## config.mk

```make
export PLATFORM = sky130hd
export DESIGN_NAME = pkcm_ctrl
export DESIGN_NICKNAME = d
export VERILOG_FILES = /design/src/design/pkcm_pkg.sv /design/src/design/pkcm_ctrl.sv
export SDC_FILE = /design/constraint.sdc
export NUM_CORES = 1
export LEC_CHECK = 0
export BUFFER_PORTS_ARGS = -buffer_cell sky130_fd_sc_hd__buf_2
export CAP_MARGIN = 0
export CORE_MARGIN = 1
export CORE_UTILIZATION = 45
export CTS_CLUSTER_SIZE = 30
export DETAILED_ROUTE_END_ITERATION = 8
export HOLD_SLACK_MARGIN = 0.1
export PLACE_DENSITY_LB_ADDON = 0.1
export SLEW_MARGIN = 40
export SYNTH_ARGS = -nofsm -noshare
export SYNTH_HDL_FRONTEND = slang
export SYNTH_SLANG_ARGS = --single-unit
```

## constraint.sdc

```tcl
create_clock -name clock -period 3.3 [get_ports clock]
set_input_delay 0.33 -clock clock [delete_from_list [all_inputs] [get_ports clock]]
set_output_delay 0.33 -clock clock [all_outputs]
set_load 0.01 [all_outputs]
```

## src/design/pkcm_pkg.sv

```systemverilog
// Shared types, command codes and constants of the polygon keepout cell marker.
`default_nettype none

package pkcm_pkg;

   // Fixed field widths of the transaction payloads.
   localparam int COORD_FIELD_W = 32;
   localparam int COST_W        = 8;
   localparam int CMD_W         = 2;
   localparam int STATUS_W      = 2;
   localparam int CSR_IDX_W     = 2;
   localparam int CSR_DATA_W    = 8;

   // Request commands.
   localparam logic [CMD_W-1:0] CMD_CLEAR  = 2'd0;
   localparam logic [CMD_W-1:0] CMD_APPEND = 2'd1;
   localparam logic [CMD_W-1:0] CMD_QUERY  = 2'd2;

   // Response status codes.
   localparam logic [STATUS_W-1:0] STAT_OK    = 2'd0;
   localparam logic [STATUS_W-1:0] STAT_FULL  = 2'd1;
   localparam logic [STATUS_W-1:0] STAT_SHORT = 2'd2;

   // Configuration register indexes.
   localparam logic [CSR_IDX_W-1:0] CSR_KEEPOUT_COST = 2'd0;
   localparam logic [CSR_IDX_W-1:0] CSR_ENABLE       = 2'd1;
   localparam logic [CSR_IDX_W-1:0] CSR_FRAME_OK     = 2'd2;

   // Highest keepout cost; larger writes saturate to it.
   localparam logic [COST_W-1:0] KEEPOUT_MAX = 8'd254;

   // A closed polygon needs at least this many vertices to be kept.
   localparam int MIN_POLY_VERTS = 3;

   typedef struct packed {
      logic [CMD_W-1:0]                cmd;
      logic signed [COORD_FIELD_W-1:0] coord_x;
      logic signed [COORD_FIELD_W-1:0] coord_y;
      logic                            closes_polygon;
      logic [COST_W-1:0]               prior_cost;
   } req_type;

   typedef struct packed {
      logic [COST_W-1:0]   new_cost;
      logic                inside_res;
      logic                changed;
      logic [STATUS_W-1:0] status;
   } rsp_type;

   // Commands from the controller to the datapath.
   typedef struct packed {
      logic capture;
      logic qry_start;
      logic rd_en;
      logic commit;
   } ctl_cmd_type;

   // Status from the datapath to the controller.
   typedef struct packed {
      logic req_is_query;
      logic pipe_busy;
   } ctl_stat_type;

endpackage

`default_nettype wire

```

## src/design/pkcm_ctrl.sv

```systemverilog
// Controller state machine: transaction acceptance, vertex read sequencing and response hand-off.
`default_nettype none

module pkcm_ctrl #(
   parameter int MAX_VERTICES = 64,
   localparam int AW = $clog2(MAX_VERTICES),
   localparam int NW = $clog2(MAX_VERTICES + 1)
) (
   input  wire logic                   clock,
   input  wire logic                   reset,
   input  wire logic                   req_valid,
   output logic                        req_ready,
   output logic                        rsp_valid,
   input  wire logic                   rsp_ready,
   input  wire pkcm_pkg::ctl_stat_type stat,
   input  wire logic [NW-1:0]          table_end,
   output pkcm_pkg::ctl_cmd_type       ctl,
   output logic      [AW-1:0]          rd_addr
);

   localparam logic [1:0] ST_IDLE   = 2'd0;
   localparam logic [1:0] ST_READ   = 2'd1;
   localparam logic [1:0] ST_DRAIN  = 2'd2;
   localparam logic [1:0] ST_FINISH = 2'd3;

   logic [1:0]    state_ff, state_in;
   logic [NW-1:0] rd_cnt_ff, rd_cnt_in;
   logic          rsp_valid_ff, rsp_valid_in;

   // Next state and datapath commands.
   always_comb begin
      state_in  = state_ff;
      rd_cnt_in = rd_cnt_ff;
      ctl       = '0;
      unique case (state_ff)
         ST_IDLE: begin
            if (req_valid) begin
               ctl.capture = 1'b1;
               if (stat.req_is_query) begin
                  ctl.qry_start = 1'b1;
                  rd_cnt_in     = '0;
                  state_in      = ST_READ;
               end else begin
                  state_in = ST_FINISH;
               end
            end
         end
         ST_READ: begin
            // One vertex read per cycle over all closed polygons.
            if (rd_cnt_ff == table_end) begin
               state_in = ST_DRAIN;
            end else begin
               ctl.rd_en = 1'b1;
               rd_cnt_in = rd_cnt_ff + NW'(1);
            end
         end
         ST_DRAIN: begin
            if (!stat.pipe_busy) begin
               state_in = ST_FINISH;
            end
         end
         ST_FINISH: begin
            // Load the response register once it is free.
            if (!rsp_valid_ff || rsp_ready) begin
               ctl.commit = 1'b1;
               state_in   = ST_IDLE;
            end
         end
         default: begin
            state_in = ST_IDLE;
         end
      endcase
   end

   assign rsp_valid_in = ctl.commit | (rsp_valid_ff & ~rsp_ready);

   // State registers.
   always_ff @(posedge clock) begin
      if (reset) begin
         state_ff     <= ST_IDLE;
         rd_cnt_ff    <= '0;
         rsp_valid_ff <= 1'b0;
      end else begin
         state_ff     <= state_in;
         rd_cnt_ff    <= rd_cnt_in;
         rsp_valid_ff <= rsp_valid_in;
      end
   end

   assign req_ready = (state_ff == ST_IDLE);
   assign rsp_valid = rsp_valid_ff;
   assign rd_addr   = rd_cnt_ff[AW-1:0];

endmodule

`default_nettype wire

```

# Word level (Yosys, flattened, before mapping)
# Index checks and enable logic that the tools add are counted.
[classes]
div = 0
order_cmp = 0
bitwise = 3
n_shift = 0
muxes = 17
multipliers = 0
reduce_logical = 6
add_sub_neg = 1
eq_ne = 10
[ops]
columns = ["op", "count"]
rows = [
  ["$mux 7", 3],
  ["$mux 2", 7],
  ["$pmux 7 s2", 1],
  ["$ne 2x2->1 const B", 5],
  ["$pmux 2 s4", 1],
  ["$reduce_and 4->1", 2],
  ["$add 7x1->7 const B", 1],
  ["$eq 7x7->1", 1],
  ["$mux 1", 5],
  ["$eq 2x2->1 const B", 2],
  ["$eq 2x1->1 const B", 1],
  ["$logic_not 2->1", 1],
  ["$ne 2x1->1 const B", 1],
  ["$reduce_bool 2->1", 1],
  ["$and 1x1->1", 1],
  ["$logic_not 1->1", 1],
  ["$logic_or 1x1->1", 1],
  ["$not 1->1", 1],
  ["$or 1x1->1", 1],
]
[word_totals]
elab_cells = 40
memories = 0
register_bits = 10
out_inout_bits = 12
ram_bits = 0
rom_bits = 0
latchBits = 0

# Logic depth before layout (Yosys ltp)
[depth]
word_depth = 5
mapped_depth = 7
depth_no_buf = 7

# Worst setup path after synthesis
# No wires, ideal clock.
[synth_path]
path_kind = "register -> register"
start = "reg state_ff[0]"
end = "reg rd_cnt_ff[5]"
setup_slack_ns = 1.519
arrival_time_ns = 1.706
path_stages_with_launch = 7
setup_ns = 0.074
n_path_buf = 0
cell_sequence = "dfxtp_1 -> inv_1 -> ha_1 -> and3_1 -> o21ai_0 -> or4_1 -> a31oi_1"
[synth_via]
elab_chain_cells = 3
[synth_lines]
columns = ["item", "line_no", "source"]
rows = [
  ["from (decl)", "pkcm_ctrl.sv:26", "logic [1:0] state_ff, state_in;"],
  ["from (signal assigned)", "pkcm_ctrl.sv:84", "state_ff <= state_in;"],
  ["$logic_not 2->1 *", "n/a", ""],
  ["net req_ready", "pkcm_ctrl.sv:12", "output logic req_ready,"],
  ["$ne 2x1->1 (no source line), or another cell as far along", "n/a", ""],
  ["$reduce_and 4->1 (no source line)", "n/a", ""],
  ["to (signal assigned)", "pkcm_ctrl.sv:85", "rd_cnt_ff <= rd_cnt_in;"],
  ["to (decl)", "pkcm_ctrl.sv:27", "logic [NW-1:0] rd_cnt_ff, rd_cnt_in;"],
]
# Mark *: on every way through the listed nets, which the timed path passes. The rest lies on a longest branch.
# A chain may end at the register's enable or synchronous reset.

# Final worst setup path
[layout_path]
start = "reg state_ff[1]"
end = "reg rd_cnt_ff[6]"
[layout_via]
elab_chain_cells = 3
[layout_lines]
columns = ["item", "line_no", "source"]
rows = [
  ["$eq 2x1->1 or $logic_not 2->1 (tied branches)", "pkcm_ctrl.sv:35", "unique case (state_ff)"],
  ["$ne 2x2->1 (no source line), or another cell as far along", "n/a", ""],
  ["$reduce_and 4->1 (no source line)", "n/a", ""],
]
# Several ways; a longest one is shown, not always the timed one.

==> flow_metrics.env <==
export IMPL_status="complete, no violations"
export IMPL_synthTopCellsByCount="10 x dfxtp_1, 7 x nor2_1, 7 x xnor2_1"
export IMPL_drt_wirelength_per_cell_um=11.9
export IMPL_cts_max_level=1
export IMPL_ys_flop_type="dfxtp_1"
export IMPL_tightest_slew_ps=649
export IMPL_reg2reg_from="state_ff[1]"
export IMPL_num_vias=688
export IMPL_synth_avg_cell_area_um2=8.12
export IMPL_hold_path_depth=4
export IMPL_synth_xor_area_share_pct=8.21
export IMPL_drive_gt1_share_pct=29.7
export IMPL_critPathKind="flip-flop to flip-flop"
export IMPL_yosys_warnings=0
export IMPL_postCtsSetupBuffers=0
export IMPL_postCtsHoldBufs=0
export IMPL_ioPinCount=25
export IMPL_drtPass1Iterations=3
export IMPL_cts_buffers=3
export IMPL_place_gp_congestion=0.841
export IMPL_final_min_clock_period_ps=1900
export IMPL_vdd_drop_max_uv=417
export IMPL_synth_distinct_cells=29
export IMPL_final_cell_area_um2=860
export IMPL_start_util_pct=49.0
export IMPL_setup_viol=0
export IMPL_place_ws_ps=1440
export IMPL_clk_pin_slew_ps=80
export IMPL_synth_top_cell_by_area="dfxtp_1"
export IMPL_synthAdderAreaFrac_pct=8.38
export IMPL_grt_total_usage_pct=19.8
export IMPL_r2r_end="rd_cnt_ff[6]"
export IMPL_grt_overflow=0
export IMPL_clk_latency_ps=270
export IMPL_finish_net_count=130
export IMPL_synth_compound_area_share_pct=19.8
export IMPL_yosys_area_share_simple_pct=25.8
export IMPL_worstPathRequired_ps=3510
export IMPL_synth_seq_area_share_pct=26.8
export IMPL_placed_cell_area_um2=823
export IMPL_worst_ep_arrival_time_ps=2100
export IMPL_ctsRootBufferMaster="clkbuf_4"
export IMPL_worstSetupStartpointType="flip-flop"
export IMPL_drtAntennaViolNets=0
export IMPL_total_power_uw=480
export IMPL_fin_util_pct=56.4
export IMPL_io_buffers=24
export IMPL_relSlewSlack_pct=56.2
export IMPL_synthMuxAreaShare_pct=0
export IMPL_via_per_inst=5.42
export IMPL_hp_start="rsp_ready"
export IMPL_synth_top_family_by_area="simple AND/OR/NAND/NOR gates"
export IMPL_reg2reg_slack_ps=1400
export IMPL_post_cts_resized=0
export IMPL_cp_max_fo=10
export IMPL_setup_ws_ps=1400
export IMPL_synth_top_area_share_pct=26.8
export IMPL_antenna_found_initial=0
export IMPL_min_to="rsp_valid"
export IMPL_drv_slew=0
export IMPL_dieWidth_um=42.7
export IMPL_synth_seq_cells=10
export IMPL_cts_path_max_buffers=2
export IMPL_grt_pass1_wl_mm=2.67
export IMPL_ff2ff_path_depth=5
export IMPL_skew_ps=2.85
export IMPL_cts_sinks=10
export IMPL_syn_nets=110
export IMPL_finalCritPeriodShare_pct=57.5
export IMPL_ys_top_cells_by_area="dfxtp_1 27%, ha_1 8.4%, xnor2_1 8.2%, buf_4 6.0%, a31oi_1 5.0%"
export IMPL_synth_edff_count=0
export IMPL_synth_most_common_cell="dfxtp_1"
export IMPL_critPathCaptureType="flip-flop"
export IMPL_min_path_type="input port to flip-flop"
export IMPL_synth_async_reset_ratio_pct=0
export IMPL_die_y_um=42.7
export IMPL_leakage_nw=0.368
export IMPL_grt_max_degree=14
export IMPL_drc=0
export IMPL_antenna_cells=0
export IMPL_drt_total_wl_mm=1.51
export IMPL_drtIter0Drc=4
export IMPL_max_freq_ghz=0.527
export IMPL_dp_hpwl_mm=1.15
export IMPL_cts_tree="built"
export IMPL_p_per_area_mw_per_mm2=558
export IMPL_netlist_area_um2=747
export IMPL_setup_tns_ps=0
export IMPL_grt_pass1_vias=598
export IMPL_core_mm2=0.00152
export IMPL_syn_inst=92
export IMPL_num_rows=14
export IMPL_area_growth_pct=15.1
export IMPL_hold_viol_final=0
export IMPL_rsz0062_at_grt="no"
export IMPL_die_area_mm2=0.00183
export IMPL_drv_cap=0
==> worst max path at each step <==
stage	slack [ps]	depth (start not counted)	from	endpoint
2_1_floorplan	1520	6	state_ff[0]	rd_cnt_ff[5]
3_3_place_gp	1480	7	state_ff[0]	rd_cnt_ff[0]
3_5_place_dp	1440	6	state_ff[0]	rd_cnt_ff[6]
4_1_cts	1440	5	state_ff[1]	rd_cnt_ff[6]
5_1_grt	1240	6	state_ff[0]	rd_cnt_ff[6]
6_report	1400	5	state_ff[1]	rd_cnt_ff[6]
==> final cells by class <==
class / instances / area (um^2)
clock buffer: 4 / 36.3
fill: 143 / 664
inverter: 5 / 18.8
multi-input combinational: 68 / 464
sequential: 10 / 200
tap: 16 / 20.0
timing repair buffer: 24 / 120
==> worst max-delay path, stage by stage (launching register included) <==
cell,delay (ps)
dfxtp_1,340
inv_1,100
ha_1,350
o21ai_0,330
or4_1,550
a31oi_1,160
==> power by group <==
| part | switching (mW) | leakage, nW | internal (mW) | total (mW) |
|---|---|---|---|---|
| combinational | 0.125 | 0.266 | 0.0858 | 0.211 |
| sequential | 0.0160 | 0.0811 | 0.136 | 0.152 |
| clock | 0.0496 | 0.0210 | 0.0670 | 0.117 |
==> placed cells by master (no fill, tap or decap), types with 2 or more instances in the layout <==
master / count
buf_2: 24
dfxtp_1: 10
xnor2_1: 7
nor2_1: 7
nand3_1: 6
nand2_1: 6
a31oi_1: 6
inv_1: 5
ha_1: 5
o21ai_0: 4
or4_1: 4
o211ai_1: 4
a21oi_1: 3
clkbuf_4: 3
nor2b_1: 2
o41ai_1: 2
==> metal layers <==
layer  share of wire, %  GRT usage (%)  up-vias
li1                   -              -      366
met1                 50           25.0      304
met2                 45           29.4       14
met3                3.8           5.11        4
met4                1.5           13.1        0
met5                  0              0        -
==> through the flow <==
step | cells | hold WS, ps
after floorplan | 92 | 432
after global placement | 123 | 496
after detailed placement | 123 | 507
after CTS | 127 | 350
after global routing | 127 | 377
final | 127 | 350
==> sequential cells by signal (all words and copies together) (netlist names) <==
name / flops
rd_cnt_ff: 7
state_ff: 2
rsp_valid: 1
==> cells by family after synthesis <==
kind of cell    after synthesis
simple gates                 34
fa+ha+maj                     5
flops                        10
compound gates               22
buf+inv                      14
xor+xnor                      7
(Power assumes the default switching activity.)
